### src/hdl/impulse_clock_pulse_generator_defines.svh
// Assertion macros shared by the impulse clock pulse generator modules.
// No dependencies; assertions drop out when SYNTHESIS is defined.
`ifndef IMPULSE_CLOCK_PULSE_GENERATOR_DEFINES_SVH
`define IMPULSE_CLOCK_PULSE_GENERATOR_DEFINES_SVH

`ifndef SYNTHESIS
// property checked outside reset
`define ICPG_ASSERT(label, clk, rst_n, prop) \
    label: assert property (@(posedge clk) disable iff (!rst_n) prop) \
        else $error("impulse clock pulse generator: assertion failed");
// property checked at every edge, reset included
`define ICPG_ASSERT_ALWAYS(label, clk, prop) \
    label: assert property (@(posedge clk) prop) \
        else $error("impulse clock pulse generator: assertion failed");
`else
`define ICPG_ASSERT(label, clk, rst_n, prop)
`define ICPG_ASSERT_ALWAYS(label, clk, prop)
`endif

`endif

### src/hdl/icpg_pkg.sv
// Package for the impulse clock pulse generator: field widths, constants,
// opcodes and the item structs. No dependencies.
`timescale 1ns / 1ps
`default_nettype none

package icpg_pkg;

    // field and internal widths
    localparam int unsigned TIME_W  = 17;
    localparam int unsigned DIAL_W  = 11;
    localparam int unsigned HOUR_W  = 5;
    localparam int unsigned SEC_W   = 6;
    localparam int unsigned FORCE_W = 8;

    // timing constants
    localparam int unsigned DEFAULT_PERIOD_SECONDS = 43200;
    localparam int unsigned SEC_PER_MIN     = 60;
    localparam int unsigned MIN_PER_HOUR    = 60;
    localparam int unsigned SEC_PER_HOUR    = 3600;
    localparam int unsigned FAST_WINDOW_SEC = 30 * 60;

    // pulse pattern constants
    localparam int unsigned A_BURST_MINUTE = 59;
    localparam int unsigned B_LAST_MINUTE  = 49;
    localparam int unsigned A_BURST_FIRST  = 10;
    localparam int unsigned A_BURST_LAST   = 50;
    localparam int unsigned FORCE_MAX      = 255;

    typedef enum logic [1:0] {
        OP_TICK     = 2'd0,
        OP_SET_DIAL = 2'd1,
        OP_FORCE_A  = 2'd2,
        OP_FORCE_B  = 2'd3
    } t_opcode;

    typedef struct packed {
        t_opcode             opcode;
        logic [TIME_W-1:0]   now_time;
        logic                run_pressed;
        logic                time_synced;
        logic                save_ok;
    } t_in_item;

    typedef struct packed {
        logic                pulse_a;
        logic                pulse_b;
        logic                pulse_d;
        logic [DIAL_W-1:0]   dial_minutes;
        logic                dial_known;
    } t_out_item;

    // command with its time already split into seconds, minutes, hours
    typedef struct packed {
        t_opcode             opcode;
        logic                run_pressed;
        logic                time_synced;
        logic                save_ok;
        logic [TIME_W-1:0]   now_sec;
        logic [DIAL_W-1:0]   now_min;
        logic [HOUR_W-1:0]   now_hour;
    } t_split;

endpackage

`default_nettype wire

### src/hdl/icpg_time_split.sv
// Input register and three constant-divider stages: reduces the time modulo
// the period and splits it into minute and hour counts. Uses icpg_pkg.
`timescale 1ns / 1ps
`default_nettype none
`include "impulse_clock_pulse_generator_defines.svh"

module icpg_time_split
    import icpg_pkg::*;
#(
    parameter int unsigned PERIOD_SECONDS = DEFAULT_PERIOD_SECONDS
) (
    input  wire logic     i_clk,
    input  wire logic     i_rst_n,
    input  wire logic     i_valid,
    output logic          o_ready,
    input  wire t_in_item i_item,
    output logic          o_valid,
    input  wire logic     i_ready,
    output t_split        o_split
);

    localparam int unsigned TW = TIME_W;

    // exact reciprocals for any dividend below 2**TW
    localparam int unsigned SH_P = TW + $clog2(PERIOD_SECONDS);
    localparam int unsigned SH_M = TW + $clog2(SEC_PER_MIN);
    localparam int unsigned SH_H = TW + $clog2(SEC_PER_HOUR);
    localparam int unsigned MUL_W = TW + 2;
    localparam int unsigned PROD_W = TW + MUL_W;
    localparam logic [63:0] MUL_P =
        ((64'd1 << SH_P) + 64'(PERIOD_SECONDS) - 64'd1) / 64'(PERIOD_SECONDS);
    localparam logic [63:0] MUL_M =
        ((64'd1 << SH_M) + 64'(SEC_PER_MIN) - 64'd1) / 64'(SEC_PER_MIN);
    localparam logic [63:0] MUL_H =
        ((64'd1 << SH_H) + 64'(SEC_PER_HOUR) - 64'd1) / 64'(SEC_PER_HOUR);

    // largest number of whole periods in a raw time value
    localparam int unsigned Q_MAX = ((1 << TW) - 1) / PERIOD_SECONDS;
    localparam int unsigned Q_W = (Q_MAX > 1) ? $clog2(Q_MAX + 1) : 1;

    typedef struct packed {
        t_opcode         opcode;
        logic            run_pressed;
        logic            time_synced;
        logic            save_ok;
        logic [TW-1:0]   now_time;
        logic [Q_W-1:0]  periods;
    } t_stage1;

    typedef struct packed {
        t_opcode         opcode;
        logic            run_pressed;
        logic            time_synced;
        logic            save_ok;
        logic [TW-1:0]   now_sec;
    } t_stage2;

    logic [3:0]        r_valid;
    t_in_item          r_in;
    t_stage1           r_s1;
    t_stage1           n_s1;
    t_stage2           r_s2;
    t_stage2           n_s2;
    t_split            r_s3;
    t_split            n_s3;
    logic [3:0]        stg_ready;
    logic [PROD_W-1:0] prod_p;
    logic [PROD_W-1:0] prod_m;
    logic [PROD_W-1:0] prod_h;
    logic [TW-1:0]     period_part;

    // each stage moves when it is empty or its successor moves
    assign stg_ready[3] = !r_valid[3] || i_ready;
    assign stg_ready[2] = !r_valid[2] || stg_ready[3];
    assign stg_ready[1] = !r_valid[1] || stg_ready[2];
    assign stg_ready[0] = !r_valid[0] || stg_ready[1];
    assign o_ready = stg_ready[0];
    assign o_valid = r_valid[3];
    assign o_split = r_s3;

    // stage 1: number of whole periods in the raw time
    assign prod_p = PROD_W'(r_in.now_time) * PROD_W'(MUL_P);
    always_comb begin
        n_s1.opcode      = r_in.opcode;
        n_s1.run_pressed = r_in.run_pressed;
        n_s1.time_synced = r_in.time_synced;
        n_s1.save_ok     = r_in.save_ok;
        n_s1.now_time    = r_in.now_time;
        n_s1.periods     = Q_W'(prod_p >> SH_P);
    end

    // stage 2: remainder within the period
    assign period_part = TW'(r_s1.periods) * TW'(PERIOD_SECONDS);
    always_comb begin
        n_s2.opcode      = r_s1.opcode;
        n_s2.run_pressed = r_s1.run_pressed;
        n_s2.time_synced = r_s1.time_synced;
        n_s2.save_ok     = r_s1.save_ok;
        n_s2.now_sec     = r_s1.now_time - period_part;
    end

    // stage 3: whole minutes and whole hours of the period time
    assign prod_m = PROD_W'(r_s2.now_sec) * PROD_W'(MUL_M);
    assign prod_h = PROD_W'(r_s2.now_sec) * PROD_W'(MUL_H);
    always_comb begin
        n_s3.opcode      = r_s2.opcode;
        n_s3.run_pressed = r_s2.run_pressed;
        n_s3.time_synced = r_s2.time_synced;
        n_s3.save_ok     = r_s2.save_ok;
        n_s3.now_sec     = r_s2.now_sec;
        n_s3.now_min     = DIAL_W'(prod_m >> SH_M);
        n_s3.now_hour    = HOUR_W'(prod_h >> SH_H);
    end

    // stage valid bits
    always_ff @(posedge i_clk) begin
        if (!i_rst_n) begin
            r_valid <= '0;
        end else begin
            if (stg_ready[0]) r_valid[0] <= i_valid;
            if (stg_ready[1]) r_valid[1] <= r_valid[0];
            if (stg_ready[2]) r_valid[2] <= r_valid[1];
            if (stg_ready[3]) r_valid[3] <= r_valid[2];
        end
    end

    // stage payloads
    always_ff @(posedge i_clk) begin
        if (stg_ready[0] && i_valid) r_in <= i_item;
        if (stg_ready[1] && r_valid[0]) r_s1 <= n_s1;
        if (stg_ready[2] && r_valid[1]) r_s2 <= n_s2;
        if (stg_ready[3] && r_valid[2]) r_s3 <= n_s3;
    end

    // divider results stay consistent
    `ICPG_ASSERT(a_now_in_period, i_clk, i_rst_n, r_valid[3] |-> r_s3.now_sec < TW'(PERIOD_SECONDS))
    `ICPG_ASSERT(a_minute_split, i_clk, i_rst_n, r_valid[3] |-> (r_s3.now_sec - TW'(r_s3.now_min) * TW'(SEC_PER_MIN)) < TW'(SEC_PER_MIN))

endmodule

`default_nettype wire

### src/hdl/icpg_core.sv
// Dial and pulse state with the result register: applies one command per
// cycle unless the output stalls, and computes the A, B and D levels. Uses icpg_pkg.
`timescale 1ns / 1ps
`default_nettype none
`include "impulse_clock_pulse_generator_defines.svh"

module icpg_core
    import icpg_pkg::*;
#(
    parameter int unsigned PERIOD_SECONDS = DEFAULT_PERIOD_SECONDS
) (
    input  wire logic   i_clk,
    input  wire logic   i_rst_n,
    input  wire logic   i_valid,
    output logic        o_ready,
    input  wire t_split i_split,
    output logic        o_valid,
    input  wire logic   i_ready,
    output t_out_item   o_item
);

    localparam int unsigned TW = TIME_W;
    localparam int unsigned DISP_W = TW + 1;
    localparam int unsigned MINUTES = PERIOD_SECONDS / SEC_PER_MIN;
    localparam logic [TW-1:0] FAST_LIMIT = TW'(PERIOD_SECONDS - FAST_WINDOW_SEC);

    logic [DIAL_W-1:0]  r_dial;
    logic [DIAL_W-1:0]  n_dial;
    logic [TW-1:0]      r_last;
    logic [TW-1:0]      n_last;
    logic               r_known;
    logic               n_known;
    logic [FORCE_W-1:0] r_fa;
    logic [FORCE_W-1:0] n_fa;
    logic [FORCE_W-1:0] r_fb;
    logic [FORCE_W-1:0] n_fb;
    logic               r_out_valid;
    t_out_item          r_out;
    t_out_item          n_out;

    logic               take;
    logic [SEC_W-1:0]   sec;
    logic [SEC_W-1:0]   minute;
    logic               sec_zero;
    logic               a_burst;
    logic               b_window;
    logic [DISP_W-1:0]  disp_raw;
    logic [DISP_W-1:0]  disp_mod;
    logic [DISP_W-1:0]  delta_raw;
    logic [TW-1:0]      delta;
    logic               dial_fast;
    logic               dial_slow;
    logic [DIAL_W-1:0]  dial_inc;
    logic [DIAL_W-1:0]  dial_next;

    // output register handshake
    assign o_ready = !r_out_valid || i_ready;
    assign take    = i_valid && o_ready;
    assign o_valid = r_out_valid;
    assign o_item  = r_out;

    // second of the minute and minute of the hour
    assign sec = SEC_W'(i_split.now_sec - TW'(i_split.now_min) * TW'(SEC_PER_MIN));
    assign minute = SEC_W'(i_split.now_min
                           - DIAL_W'(i_split.now_hour) * DIAL_W'(MIN_PER_HOUR));
    assign sec_zero = (sec == '0);
    assign a_burst  = (minute == SEC_W'(A_BURST_MINUTE)) && !sec[0]
                      && (sec >= SEC_W'(A_BURST_FIRST)) && (sec <= SEC_W'(A_BURST_LAST));
    assign b_window = (minute <= SEC_W'(B_LAST_MINUTE));

    // seconds from the end of the shown minute to real time, modulo the period
    assign disp_raw = DISP_W'(r_dial) * DISP_W'(SEC_PER_MIN) + DISP_W'(SEC_PER_MIN);
    assign disp_mod = (disp_raw >= DISP_W'(PERIOD_SECONDS))
                      ? disp_raw - DISP_W'(PERIOD_SECONDS) : disp_raw;
    assign delta_raw = (DISP_W'(i_split.now_sec) >= disp_mod)
                       ? DISP_W'(i_split.now_sec) - disp_mod
                       : DISP_W'(i_split.now_sec) + DISP_W'(PERIOD_SECONDS) - disp_mod;
    assign delta = (r_known && i_split.time_synced) ? TW'(delta_raw) : '0;
    assign dial_fast = (delta > FAST_LIMIT);
    assign dial_slow = (delta > TW'(SEC_PER_MIN));

    // dial advance with wrap at the end of the period
    assign dial_inc  = r_dial + 1'b1;
    assign dial_next = (dial_inc >= DIAL_W'(MINUTES)) ? dial_inc - DIAL_W'(MINUTES) : dial_inc;

    // command decode and next state
    always_comb begin
        n_dial  = r_dial;
        n_last  = r_last;
        n_known = r_known;
        n_fa    = r_fa;
        n_fb    = r_fb;
        n_out   = '0;
        case (i_split.opcode)
            OP_SET_DIAL: begin
                n_dial = i_split.now_min;
            end
            OP_FORCE_A: begin
                if (r_fa != FORCE_W'(FORCE_MAX)) n_fa = r_fa + 1'b1;
            end
            OP_FORCE_B: begin
                if (r_fb != FORCE_W'(FORCE_MAX)) n_fb = r_fb + 1'b1;
            end
            OP_TICK: begin
                if (i_split.now_sec != r_last) begin
                    n_last = i_split.now_sec;
                    if (i_split.run_pressed) begin
                        // run switch: pulse everything, align the dial
                        n_out.pulse_a = 1'b1;
                        n_out.pulse_b = 1'b1;
                        n_out.pulse_d = 1'b1;
                        n_dial  = i_split.now_min;
                        n_known = 1'b1;
                    end else if (!dial_fast) begin
                        if (dial_slow) begin
                            // catch up one minute per second
                            n_out.pulse_a = 1'b1;
                            n_out.pulse_b = 1'b1;
                            n_out.pulse_d = 1'b1;
                            n_dial = dial_next;
                        end else begin
                            // on time: normal pattern, forced pulses first
                            if (r_fa != '0) begin
                                n_out.pulse_a = 1'b1;
                                n_fa = r_fa - 1'b1;
                            end else begin
                                n_out.pulse_a = sec_zero || a_burst;
                            end
                            if (r_fb != '0) begin
                                n_out.pulse_b = 1'b1;
                                n_fb = r_fb - 1'b1;
                            end else begin
                                n_out.pulse_b = sec_zero && b_window;
                            end
                            n_out.pulse_d = sec_zero;
                            if (sec_zero) n_dial = dial_next;
                        end
                    end
                    // first sync: trust the saved dial time
                    if (!n_known && i_split.time_synced) begin
                        n_known = i_split.save_ok;
                        if (i_split.save_ok) n_dial = i_split.now_min;
                    end
                end
            end
            default: begin
                n_dial = r_dial;
            end
        endcase
        n_out.dial_minutes = n_dial;
        n_out.dial_known   = n_known;
    end

    // state and result valid
    always_ff @(posedge i_clk) begin
        if (!i_rst_n) begin
            r_dial      <= '0;
            r_last      <= '0;
            r_known     <= 1'b0;
            r_fa        <= '0;
            r_fb        <= '0;
            r_out_valid <= 1'b0;
        end else begin
            if (take) begin
                r_dial  <= n_dial;
                r_last  <= n_last;
                r_known <= n_known;
                r_fa    <= n_fa;
                r_fb    <= n_fb;
            end
            if (o_ready) r_out_valid <= i_valid;
        end
    end

    // result payload
    always_ff @(posedge i_clk) begin
        if (take) r_out <= n_out;
    end

    `ICPG_ASSERT(a_dial_in_range, i_clk, i_rst_n, r_dial <= DIAL_W'(MINUTES))
    `ICPG_ASSERT(a_known_sticky, i_clk, i_rst_n, $past(i_rst_n) && $past(r_known) |-> r_known)
    `ICPG_ASSERT(a_cmd_pulses_low, i_clk, i_rst_n, take && i_split.opcode != OP_TICK |=> !r_out.pulse_a && !r_out.pulse_b && !r_out.pulse_d)
    `ICPG_ASSERT_ALWAYS(a_reset_clears_out, i_clk, !$past(i_rst_n) |-> !r_out_valid)

endmodule

`default_nettype wire

### src/hdl/impulse_clock_pulse_generator.sv
// Top level of the impulse clock pulse generator: time splitter followed by
// the dial and pulse core. Uses icpg_pkg, icpg_time_split and icpg_core.
//
// Takes one command item per clock cycle while the output is not stalled
// and gives exactly one result item for each, in order. An accepted item
// passes through one input register, three stages that reduce the time modulo
// the period and split it into minutes and hours with constant reciprocal
// multipliers, and the result register, where the dial, last-second and
// forced-pulse state is updated in the same cycle. A stalled output holds
// the pipeline stage by stage, so empty stages still fill. The period in
// seconds is the PERIOD_SECONDS parameter (3600 to 86400).
`timescale 1ns / 1ps
`default_nettype none

module impulse_clock_pulse_generator
    import icpg_pkg::*;
#(
    parameter int unsigned PERIOD_SECONDS = DEFAULT_PERIOD_SECONDS
) (
    input  wire logic     i_clk,
    input  wire logic     i_rst_n,
    input  wire logic     i_in_valid,
    output logic          o_in_ready,
    input  wire t_in_item i_in_item,
    output logic          o_out_valid,
    input  wire logic     i_out_ready,
    output t_out_item     o_out_item
);

    logic   split_valid;
    logic   core_ready;
    t_split split_item;

    // time reduction and split
    icpg_time_split #(
        .PERIOD_SECONDS(PERIOD_SECONDS)
    ) u_split (
        .i_clk   (i_clk),
        .i_rst_n (i_rst_n),
        .i_valid (i_in_valid),
        .o_ready (o_in_ready),
        .i_item  (i_in_item),
        .o_valid (split_valid),
        .i_ready (core_ready),
        .o_split (split_item)
    );

    // dial state and pulse levels
    icpg_core #(
        .PERIOD_SECONDS(PERIOD_SECONDS)
    ) u_core (
        .i_clk   (i_clk),
        .i_rst_n (i_rst_n),
        .i_valid (split_valid),
        .o_ready (core_ready),
        .i_split (split_item),
        .o_valid (o_out_valid),
        .i_ready (i_out_ready),
        .o_item  (o_out_item)
    );

endmodule

`default_nettype wire
### config.mk
export PLATFORM = sky130hd
export DESIGN_NAME = impulse_clock_pulse_generator
export DESIGN_NICKNAME = d
export VERILOG_FILES = /design/src/hdl/icpg_pkg.sv /design/src/hdl/icpg_time_split.sv /design/src/hdl/icpg_core.sv /design/src/hdl/impulse_clock_pulse_generator.sv
export VERILOG_INCLUDE_DIRS = /design/src /design/src/hdl
export SDC_FILE = /design/constraint.sdc
export NUM_CORES = 1
export LEC_CHECK = 0
export ABC_CLOCK_PERIOD_IN_PS = 12700
export BUFFER_PORTS_ARGS = -buffer_cell sky130_fd_sc_hd__buf_2
export CAP_MARGIN = 20
export CORE_UTILIZATION = 30
export CTS_CLUSTER_SIZE = 10
export DETAILED_ROUTE_END_ITERATION = 6
export GPL_TIMING_DRIVEN = 1
export PLACE_DENSITY_LB_ADDON = 0.1
export SLEW_MARGIN = 40
export SYNTH_ARGS = -nofsm -noshare
export SYNTH_HDL_FRONTEND = slang
export SYNTH_SLANG_ARGS = --single-unit
### constraint.sdc
create_clock -name i_clk -period 12.7 [get_ports i_clk]
set_input_delay 1.27 -clock i_clk [delete_from_list [all_inputs] [get_ports i_clk]]
set_output_delay 1.27 -clock i_clk [all_outputs]
set_load 0.005 [all_outputs]
==> flow_metrics.tcl, run 1 <==
set metrics [dict create \
    portBuffers 42 \
    core_mm2 0.07747 \
    yosysWarningCount 0 \
    slew_headroom 0.4655 \
    postLayoutSetupSlackWorst_ns 1.935 \
    slew_violations 0 \
    start_util 0.3028 \
    ys.flop_type "edfxtp_1" \
    antenna_found_initial 2 \
    finalSetupViolations 0 \
    worstSetupPathType "reg -> reg" \
    vdd_drop_max_mv 0.1088 \
    synth_most_common_cell "ha_1" \
    crit_path_top_delay_cell "dfxtp_1" \
    met3_usage 0.01525 \
    h-tree-depth 4 \
    fill_cells 7973 \
    drv_cap 0 \
    crit_path_end_kind "flop" \
    holdCritPathClass "reg -> reg" \
    post-cts-setup-buffer-count 0 \
    setup_tns_ns 0 \
    syn_area_mm2 0.02346 \
    ant_nets 0 \
    grt_most_used_layer "met2" \
    grt_usage 0.1554 \
    critPathArrivalTime_ns 11.13 \
    seq_area_frac_synth 0.1963 \
    viasPerCell 4.787 \
    fin_area_mm2 0.02555 \
    cts.clk_slew.worst_paths_ns 0.08 \
    p_leak_nw 12.15 \
    synth_nets 3069 \
    place_area_mm2 0.02496 \
    hold_viol 0 \
    use_met2 0.2779 \
    rsz0062_at_grt "no" \
    grt_pass1_wl_um 96300 \
    slowest_delay_ns 0.76 \
    period_minus_slack_ns 10.77 \
    die_w_um 281.6 \
    die_area_mm2 0.07932 \
    post_synth.cell_area_avg_um2 10.05 \
    cts_buffers 17 \
    hold_buffers 0 \
    cts-root-buf "clkbuf_16" \
    post-place-ws_ns 1.851 \
    period_share 0.8477 \
    cp_top_family "compound AO/OA/AOI/OAI gates" \
    grt_max_degree 56 \
    crit_fanout 18 \
    drive_gt1_frac 0.06038 \
    stdcell_count 3425 \
    gp_congestion 0.8246 \
    grt_pass1_vias 17350 \
    fin_skew_ns 0.01815 \
    netlist_top_cells_count "ha_1, inv_1, fa_1" \
    die_h_um 281.6 \
    cp-start-kind "flop" \
    worst_ep_required_time_ns 13.06 \
    remaining_drc_errors 0 \
    antennaDiodeCount 0 \
    first_pass_iters 7 \
    pin_count 43 \
    wl_per_cell_um 17.25 \
    yosysTopAreaCellShare 0.2699 \
    synth_enable_flop_cells 120 \
    async_flop_share 0 \
    nets 3106 \
    clock_path_buffers 2 \
    critPathBufInv 1 \
    tightest_slew_ns 0.7992 \
    outcome "complete, no violations" \
    synthCells 2335 \
    area_growth_pct 8.929 \
    overflow 0 \
    yosys_register_bits 170 \
    worstSkewPairLatency_ns 0.46 \
    row_count 102 \
    cts_tree "built" \
    cts_resized 0 \
    clock.fmax_ghz 0.09289 \
    cts.sinks 170 \
    dp.cells 3393 \
    synth_top_area_cell "ha_1" \
    met1_usage 0.2034 \
    synth.distinct_cells 100 \
    vias 16394 \
    first_iter_violations 673 \
    ys_top_cells_by_area "ha_1, fa_1, edfxtp_1" \
    wirelength_um 59090 \
    p_per_area_mw_per_mm2 106.4 \
    power_mw 2.720 \
    dpl.hpwl_um 49000 \
]
## layer usage
metal  vias up  share of wire
met1      7978           0.48
met2       155           0.49
li1       8219              -
met5         -        0.00037
met3        38          0.020
met4         4         0.0097
## worst reg2reg max path, delay by kind of cell, from the launching register on
family / cells / cell delay, ns
xor gates and xnor gates: 1 / 0.23
and+or+nand+nor: 9 / 2.66
DFF: 1 / 0.76
adders and majority gates: 6 / 2.60
muxes: 1 / 0.42
AOI/OAI and AO/OA: 13 / 3.92
buffers and inverters: 1 / 0.07
## through the flow
step,hold WS (ns),utilization
5_1_grt,0.4271,0.3299
4_1_cts,0.4093,0.3299
6_report,0.4095,0.3299
3_5_place_dp,0.4045,0.3222
2_1_floorplan,0.4003,-
3_3_place_gp,0.4022,0.3222
## worst paths after layout
path / from / end / slack (ns) / cells after the start
setup / recovery: u_core.r_dial[0]$_SDFFE_PN0P_ / u_core.r_dial[3]$_SDFFE_PN0P_ / 1.93 / 31
hold / removal: u_split.n_s2[17]$_DFFE_PP_ / u_split.n_s3[33]$_DFFE_PP_ / 0.41 / 0
setup reg to reg: u_core.r_dial[0]$_SDFFE_PN0P_ / u_core.r_dial[3]$_SDFFE_PN0P_ / 1.93 / 31
hold reg to reg: u_split.n_s2[17]$_DFFE_PP_ / u_split.n_s3[33]$_DFFE_PP_ / 0.41 / 0
## cell usage in the layout, fill, tap and decap left out, types with 13 or more instances in the layout
cell and n:
buf_4 16, nand2_1 120, a21o_1 55, clkbuf_16 19, nand3_1 39, a21boi_0 24, nor2_1 111, nor3_1 25
a21oi_1 65, fa_1 202, nor2b_1 28, xnor2_1 100, dfxtp_1 50, xor2_1 34, nand2b_1 22, o21bai_1 16
ha_1 506, and2_1 14, o21ai_0 62, nor4_1 22, a211o_1 13, edfxtp_1 120, buf_2 42, inv_1 372
nand4_1 21, a31oi_1 17, mux2i_1 18, o21a_1 17
## state kept, by name, summed over array words and instances, names as in the netlist
| signal | cells |
|---|---|
| u_split.o_split | 37 |
| u_split.n_s1 | 22 |
| u_split.n_s3 | 22 |
| u_split.r_s1 | 19 |
| u_core.r_last | 17 |
| u_core.o_item | 15 |
| u_core.r_dial | 11 |
| u_core.r_fa | 8 |
| u_core.r_fb | 8 |
| u_split.n_s2 | 5 |
| u_split.r_valid | 4 |
| u_core.o_valid | 1 |
| u_core.r_known | 1 |
## report_power, final
group          total [mW]  switching [mW]  internal (mW)
combinational        1.53           0.812          0.719
clock               0.532           0.250          0.282
sequential          0.657          0.0363          0.621
total                2.72            1.10           1.62
## layout make-up
class                      instances  area [µm²]  area share
inverter                         373        1400     0.05479
timing repair buffer              58       330.3     0.01293
clock buffer                      19       475.5     0.01861
multi-input combinational       1752       17330      0.6780
sequential                       170        4604      0.1802
clock inverter                    13       116.4    0.004554
tap                             1040        1301     0.05092
## cells by family after synthesis
group	share of synthesized area
adders and majority gates	0.4431
and+or+nand+nor	0.1026
buffers and inverters	0.06640
AOI/OAI and AO/OA	0.1272
DFF	0.1963
xor gates and xnor gates	0.05440
muxes	0.01008
No activity file was read; power rests on OpenSTA's default activity.
==> run 2: changes to the inputs <==
--- a/config.mk
+++ b/config.mk
@@ -6,7 +6,8 @@
 export SDC_FILE = /design/constraint.sdc
 export NUM_CORES = 1
 export LEC_CHECK = 0
-export ABC_CLOCK_PERIOD_IN_PS = 12700
+export ABC_AREA = 1
+export ABC_CLOCK_PERIOD_IN_PS = 10630
 export BUFFER_PORTS_ARGS = -buffer_cell sky130_fd_sc_hd__buf_2
 export CAP_MARGIN = 20
 export CORE_UTILIZATION = 30
==> constraint.sdc (replaced) <==
create_clock -name i_clk -period 10.63 [get_ports i_clk]
set_input_delay 1.063 -clock i_clk [delete_from_list [all_inputs] [get_ports i_clk]]
set_output_delay 1.063 -clock i_clk [all_outputs]
set_load 0.005 [all_outputs]
==> run 2 against run 1 <==
Sequential share of layout area is 0.17 points higher. Highest routed layer is now met4. Total power rose by 31%. Critical path type unchanged. Largest cell class unchanged. Maximum frequency increased by 33%. Critical endpoint is now u_core.o_item[2]$_DFFE_PP_.
==> flow_metrics.tcl, run 2 <==
set metrics [dict create \
    outcome "complete, no violations" \
    h-tree-depth 4 \
    wirelength_um 61760 \
    period_share 0.7637 \
    syn_area_mm2 0.02322 \
    first_pass_iters 5 \
    worstSkewPairLatency_ns 0.50 \
    clock.fmax_ghz 0.1232 \
    netlist_top_cells_count "inv_1, ha_1, nand2_1" \
    holdCritPathClass "reg -> reg" \
    synth_enable_flop_cells 120 \
    nets 3404 \
    ys.flop_type "edfxtp_1" \
    final_cell_mix "inv_1, ha_1, nand2_1" \
    p_leak_nw 12.87 \
    wl_per_cell_um 16.63 \
    r2r-start "u_core.r_dial[2]$_SDFFE_PN0P_" \
    r2r_setup_slack_ns 2.51 \
    rr_endpoint "u_core.o_item[2]$_DFFE_PP_" \
    start_util 0.3047 \
    cp-start-kind "flop" \
    remaining_drc_errors 0 \
    stdcell_count 3713 \
    cts.sinks 170 \
    reg2regPathDepth 48 \
    seq_area_frac_synth 0.1983 \
    drv_cap 0 \
    drive_gt1_frac 0.05442 \
    critPathArrivalTime_ns 8.37 \
    area_growth_pct 9.026 \
    final_util 0.3322 \
    die_area_mm2 0.07851 \
    highest_layer "met4" \
    worst_ep_required_time_ns 10.88 \
    slew_violations 0 \
    overflow 0 \
    first_iter_violations 577 \
    grt_usage 0.1647 \
    synth_top_area_cell "ha_1" \
    hold_viol 0 \
    grt_pass1_wl_um 99080 \
    die_w_um 280.2 \
    crit_path_end_kind "flop" \
    vdd_drop_max_mv 0.1199 \
    synth_most_common_cell "inv_1" \
    viasPerCell 4.615 \
    ant_nets 0 \
    crit_path_frequent_cell "nand2_1" \
    die_h_um 280.2 \
    whs_endpoint "u_split.n_s3[34]$_DFFE_PP_" \
    post-place-ws_ns 2.550 \
    finalSetupViolations 0 \
    worstSetupPathType "reg -> reg" \
    tightest_slew_ns 0.7517 \
    crit_path_top_delay_cell "dfxtp_1" \
    hold_depth 0 \
    hold_buffers 0 \
    crit_fanout 14 \
    synth.distinct_cells 58 \
    p_per_area_mw_per_mm2 141.1 \
    yosysTopAreaCellShare 0.2727 \
    gp_congestion 0.8473 \
    cts.clk_slew.worst_paths_ns 0.08 \
    period_minus_slack_ns 8.118 \
    yosys.area_share.simple 0.1490 \
    dp.cells 3681 \
    antennaDiodeCount 0 \
    cts_buffers 17 \
    synth-compound-area-share 0.07037 \
    dpl.hpwl_um 51840 \
    synth_xor_area_frac 0.04257 \
    fin_skew_ns 0.02354 \
    synth_fa_ha_area_frac 0.4468 \
    muxShareOfSynthArea 0 \
    ys_top_cells_by_area "ha_1, fa_1, edfxtp_1" \
    setup_tns_ns 0 \
    post_synth.cell_area_avg_um2 8.846 \
    portBuffers 42 \
    pin_count 43 \
    async_flop_share 0 \
    wl_met1_um 28910 \
    slowest_delay_ns 0.56 \
    synth_nets 3359 \
    post-cts-setup-buffer-count 0 \
    cts_tree "built" \
    row_count 101 \
    wl_met3_um 1118 \
    grt_max_degree 41 \
    postLayoutSetupSlackWorst_ns 2.512 \
    cts-root-buf "clkbuf_16" \
    core_mm2 0.07620 \
    cts_resized 0 \
    vias 17135 \
    yosys_register_bits 170 \
    slew_headroom 0.4989 \
    fin_hold_ws_ns 0.4167 \
    yosysWarningCount 0 \
    layout_commonest_cell "inv_1" \
    critPathBufInv 10 \
    clock_path_buffers 2 \
    largest_reg_flops 37 \
    hp-start "u_split.n_s2[18]$_DFFE_PP_" \
    grt_pass1_vias 17924 \
    met2_length_um 30990 \
    synth_top_family_by_area "adder cells" \
    antenna_found_initial 0 \
    rsz0062_at_grt "no" \
    cp_top_family "simple AND/OR/NAND/NOR gates" \
    synthCells 2625 \
]
==> run 2: how the worst max path moves through the flow <==
| stage | slack (ns) | from | depth (start not counted) | end |
|---|---|---|---|---|
| global route | 1.73 | u_core.r_dial[2]$_SDFFE_PN0P_ | 48 | u_core.o_item[2]$_DFFE_PP_ |
| global placement | 2.67 | u_core.r_dial[2]$_SDFFE_PN0P_ | 45 | u_core.o_item[1]$_DFFE_PP_ |
| detailed placement | 2.55 | u_core.r_dial[2]$_SDFFE_PN0P_ | 48 | u_core.o_item[2]$_DFFE_PP_ |
| finish | 2.51 | u_core.r_dial[2]$_SDFFE_PN0P_ | 48 | u_core.o_item[2]$_DFFE_PP_ |
| CTS | 2.52 | u_core.r_dial[2]$_SDFFE_PN0P_ | 48 | u_core.o_item[2]$_DFFE_PP_ |
| floorplan | 3.96 | u_core.r_dial[2]$_SDFFE_PN0P_ | 49 | u_core.o_item[2]$_DFFE_PP_ |
==> run 2: cell families (layout without fill, tap and decap cells) <==
group,after synthesis,count (layout)
AND/OR/NAND/NOR,786,786
adder cells (fa/ha/maj),708,708
buffers and inverters,562,620
AO/OA/AOI/OAI,287,287
flip-flops,170,170
XOR/XNOR,112,112
==> run 2: final cells by class <==
cell class	count	area, µm²
Fill cell	7922	50890
Tap cell	1030	1289
Sequential cell	170	4604
Inverter	535	2011
Timing Repair Buffer	53	292.8
Clock buffer	18	429.2
Multi-Input combinational cell	1893	16480
Clock inverter	14	212.7
==> run 2: per-stage QoR <==
step,total power [mW],instance area [µm²]
final,3.573,25320
after global routing,4.000,25320
after floorplan,2.346,23220
after global placement,2.879,24670
after detailed placement,2.889,24670
after CTS,3.657,25310
==> run 2: per-layer routing <==
metal,global-route usage,up-vias
met5,0,-
met3,0.01832,40
met1,0.2091,8258
met2,0.2967,161
met4,0.03713,0
li1,-,8676
==> run 2: power breakdown <==
group,internal (mW),leakage [nW],total (mW),switching [mW]
clock network,0.399,0.312,0.723,0.324
registers,0.745,1.52,0.790,0.0450
logic,0.858,11.0,2.06,1.20
total,2.00,12.9,3.57,1.57
==> run 2: worst register-to-register path: cells and delay by family (launching register included) <==
family                   cells  cell delay (ns)
flip-flops                   1             0.56
buffers and inverters       10             0.84
XOR/XNOR                     1             0.30
adder cells (fa/ha/maj)      6             2.20
AO/OA/AOI/OAI                3             0.52
AND/OR/NAND/NOR             28             3.45
==> run 3: changes to the inputs <==
--- a/config.mk
+++ b/config.mk
@@ -7,7 +7,7 @@
 export NUM_CORES = 1
 export LEC_CHECK = 0
 export ABC_AREA = 1
-export ABC_CLOCK_PERIOD_IN_PS = 10630
+export ABC_CLOCK_PERIOD_IN_PS = 7900
 export BUFFER_PORTS_ARGS = -buffer_cell sky130_fd_sc_hd__buf_2
 export CAP_MARGIN = 20
 export CORE_UTILIZATION = 30
==> constraint.sdc (replaced) <==
create_clock -name i_clk -period 7.9 [get_ports i_clk]
set_input_delay 0.79 -clock i_clk [delete_from_list [all_inputs] [get_ports i_clk]]
set_output_delay 0.79 -clock i_clk [all_outputs]
set_load 0.005 [all_outputs]
==> run 3 against run 2 <==
Non-clock buffer count rose by 15. Clock power increased by 23%. Routed wire length up 1.1%. Register-to-register slack got worse by 1.9 ns. Worst hold slack improved by 0.0034 ns. Sequential cell count is the same. Count of clock-buffer cells in the layout grew 3. Die area unchanged. First-iteration DRC count rose by 16%. Worst setup slack worse by 1.9 ns. Critical endpoint is now u_core.o_item[14]$_SDFFCE_PN0P_. Global-route usage grew 0.22 points.
==> flow_metrics.tcl, run 3 (synthesis results as in run 2) <==
set metrics [dict create \
    final_util 0.3350 \
    dpl.hpwl_um 52260 \
    crit_fanout 14 \
    period_minus_slack_ns 7.291 \
    portBuffers 42 \
    p_per_area_mw_per_mm2 186.1 \
    grt_pass1_wl_um 100600 \
    fill_cells 7995 \
    antennaDiodeCount 0 \
    drive_gt1_frac 0.06894 \
    row_count 101 \
    cts.sinks 170 \
    fin_skew_ns 0.02338 \
    period_share 0.9230 \
    hold_buffers 0 \
    worstSetupPathType "reg -> reg" \
    die_w_um 280.2 \
    outcome "complete, no violations" \
    grt_max_degree 42 \
    holdCritPathClass "reg -> reg" \
    drv_cap 0 \
    rsz0062_at_grt "no" \
    crit_path_end_kind "flop" \
    critPathArrivalTime_ns 7.54 \
    crit_path_frequent_cell "nand2_1" \
    worstSkewPairLatency_ns 0.49 \
    area_growth_pct 9.947 \
    layout_commonest_cell "inv_1" \
    die_h_um 280.2 \
    core_mm2 0.07620 \
    pin_count 43 \
    wl_per_cell_um 16.75 \
    cts-root-buf "clkbuf_16" \
    die_area_mm2 0.07851 \
    final_cell_mix "inv_1, ha_1, nand2_1" \
    grt_usage 0.1669 \
    cp_top_family "simple AND/OR/NAND/NOR gates" \
    viasPerCell 4.644 \
    crit_path_top_delay_cell "fa_1" \
    wirelength_um 62450 \
    gp_congestion 0.8605 \
    p_leak_nw 12.95 \
    cts_buffers 17 \
    largest_reg_flops 37 \
    critPathBufInv 6 \
    cts_tree "built" \
    vias 17313 \
    start_util 0.3047 \
    cp-start-kind "flop" \
    worst_ep_required_time_ns 8.15 \
    vdd_drop_max_mv 0.1372 \
    finalSetupViolations 0 \
    slew_headroom 0.4819 \
    remaining_drc_errors 0 \
    first_iter_violations 669 \
    h-tree-depth 4 \
    first_pass_iters 5 \
    tightest_slew_ns 0.7771 \
    hold_viol 0 \
    clock.fmax_ghz 0.1371 \
    grt_pass1_vias 18288 \
    antenna_found_initial 0 \
    cts.clk_slew.worst_paths_ns 0.09 \
    nets 3419 \
    clock_path_buffers 2 \
    slowest_delay_ns 0.55 \
    setup_tns_ns 0 \
    slew_violations 0 \
    ant_nets 0 \
    overflow 0 \
]
-- run 3: cell types whose count changed in the layout (fill, tap and decap cells not counted), sizes merged --
| cell | change |
|---|---|
| inv | +1 |
| bufinv | -4 |
| clkinvlp | +2 |
| clkbuf | +3 |
| clkinv | -2 |
| buf | +15 |
-- run 3: timing repair --
item / CTS / global route
resized for setup: 0 / 33
endpoints found under the setup margin: 0 / 41
buffers inserted: 0 / 3
-- run 3: cell type report --
type,instances,area [µm²],share of cell area
multi-input combinational,1893,16590,0.6499
tap,1030,1289,0.05048
clock inverter,11,96.34,0.003774
inverter,535,2021,0.07915
timing repair buffer,68,417.9,0.01637
sequential,170,4609,0.1806
clock buffer,21,504.2,0.01975
-- run 3: power by group --
part / switching (mW) / total, mW / leakage [nW] / internal, mW
logic: 1.64 / 2.80 / 11.1 / 1.16
clock network: 0.421 / 0.890 / 0.301 / 0.469
registers: 0.0589 / 1.06 / 1.52 / 1.00
-- run 3: through the flow --
| stage | hold slack [ns] | cell area (µm²) | instances | worst slack (ns) | power [mW] |
|---|---|---|---|---|---|
| 2_1_floorplan | 0.4003 | 23220 | 2625 | 1.226 | 3.156 |
| 3_3_place_gp | 0.4011 | 24770 | 3693 | 0.2220 | 3.878 |
| 3_5_place_dp | 0.4045 | 24770 | 3693 | 0.1526 | 3.904 |
| 4_1_cts | 0.4134 | 25370 | 3725 | 0.1057 | 4.859 |
| 5_1_grt | 0.4246 | 25530 | 3728 | 0.0003455 | 5.348 |
| 6_report | 0.4201 | 25530 | 3728 | 0.6086 | 4.750 |
-- run 3: worst reg2reg max path: cells and delay by family, from the launching register on --
kind | cells | cell delay, ns
AND/OR/NAND/NOR | 24 | 2.73
adder cells (fa/ha/maj) | 6 | 2.32
buffers and inverters | 6 | 0.61
flip-flops | 1 | 0.40
AO/OA/AOI/OAI | 6 | 0.98
-- run 3: worst paths after layout --
kind                                       from                         endpoint  slack, ns  depth (start not counted)
setup / recovery  u_core.r_dial[2]$_SDFFE_PN0P_  u_core.o_item[14]$_SDFFCE_PN0P_       0.61                         42
hold / removal       u_split.n_s3[35]$_DFFE_PP_    u_split.o_split[35]$_DFFE_PP_       0.42                          0
setup reg to reg  u_core.r_dial[2]$_SDFFE_PN0P_  u_core.o_item[14]$_SDFFCE_PN0P_       0.61                         42
hold reg to reg      u_split.n_s3[35]$_DFFE_PP_    u_split.o_split[35]$_DFFE_PP_       0.42                          0
-- run 3: metal layers --
| layer | part of all wire | track usage | vias to the layer above |
|---|---|---|---|
| met2 | 0.50 | 0.2991 | 192 |
| met5 | 0 | 0 | - |
| li1 | - | - | 8704 |
| met1 | 0.47 | 0.2134 | 8366 |
| met3 | 0.017 | 0.01507 | 51 |
| met4 | 0.016 | 0.04316 | 0 |
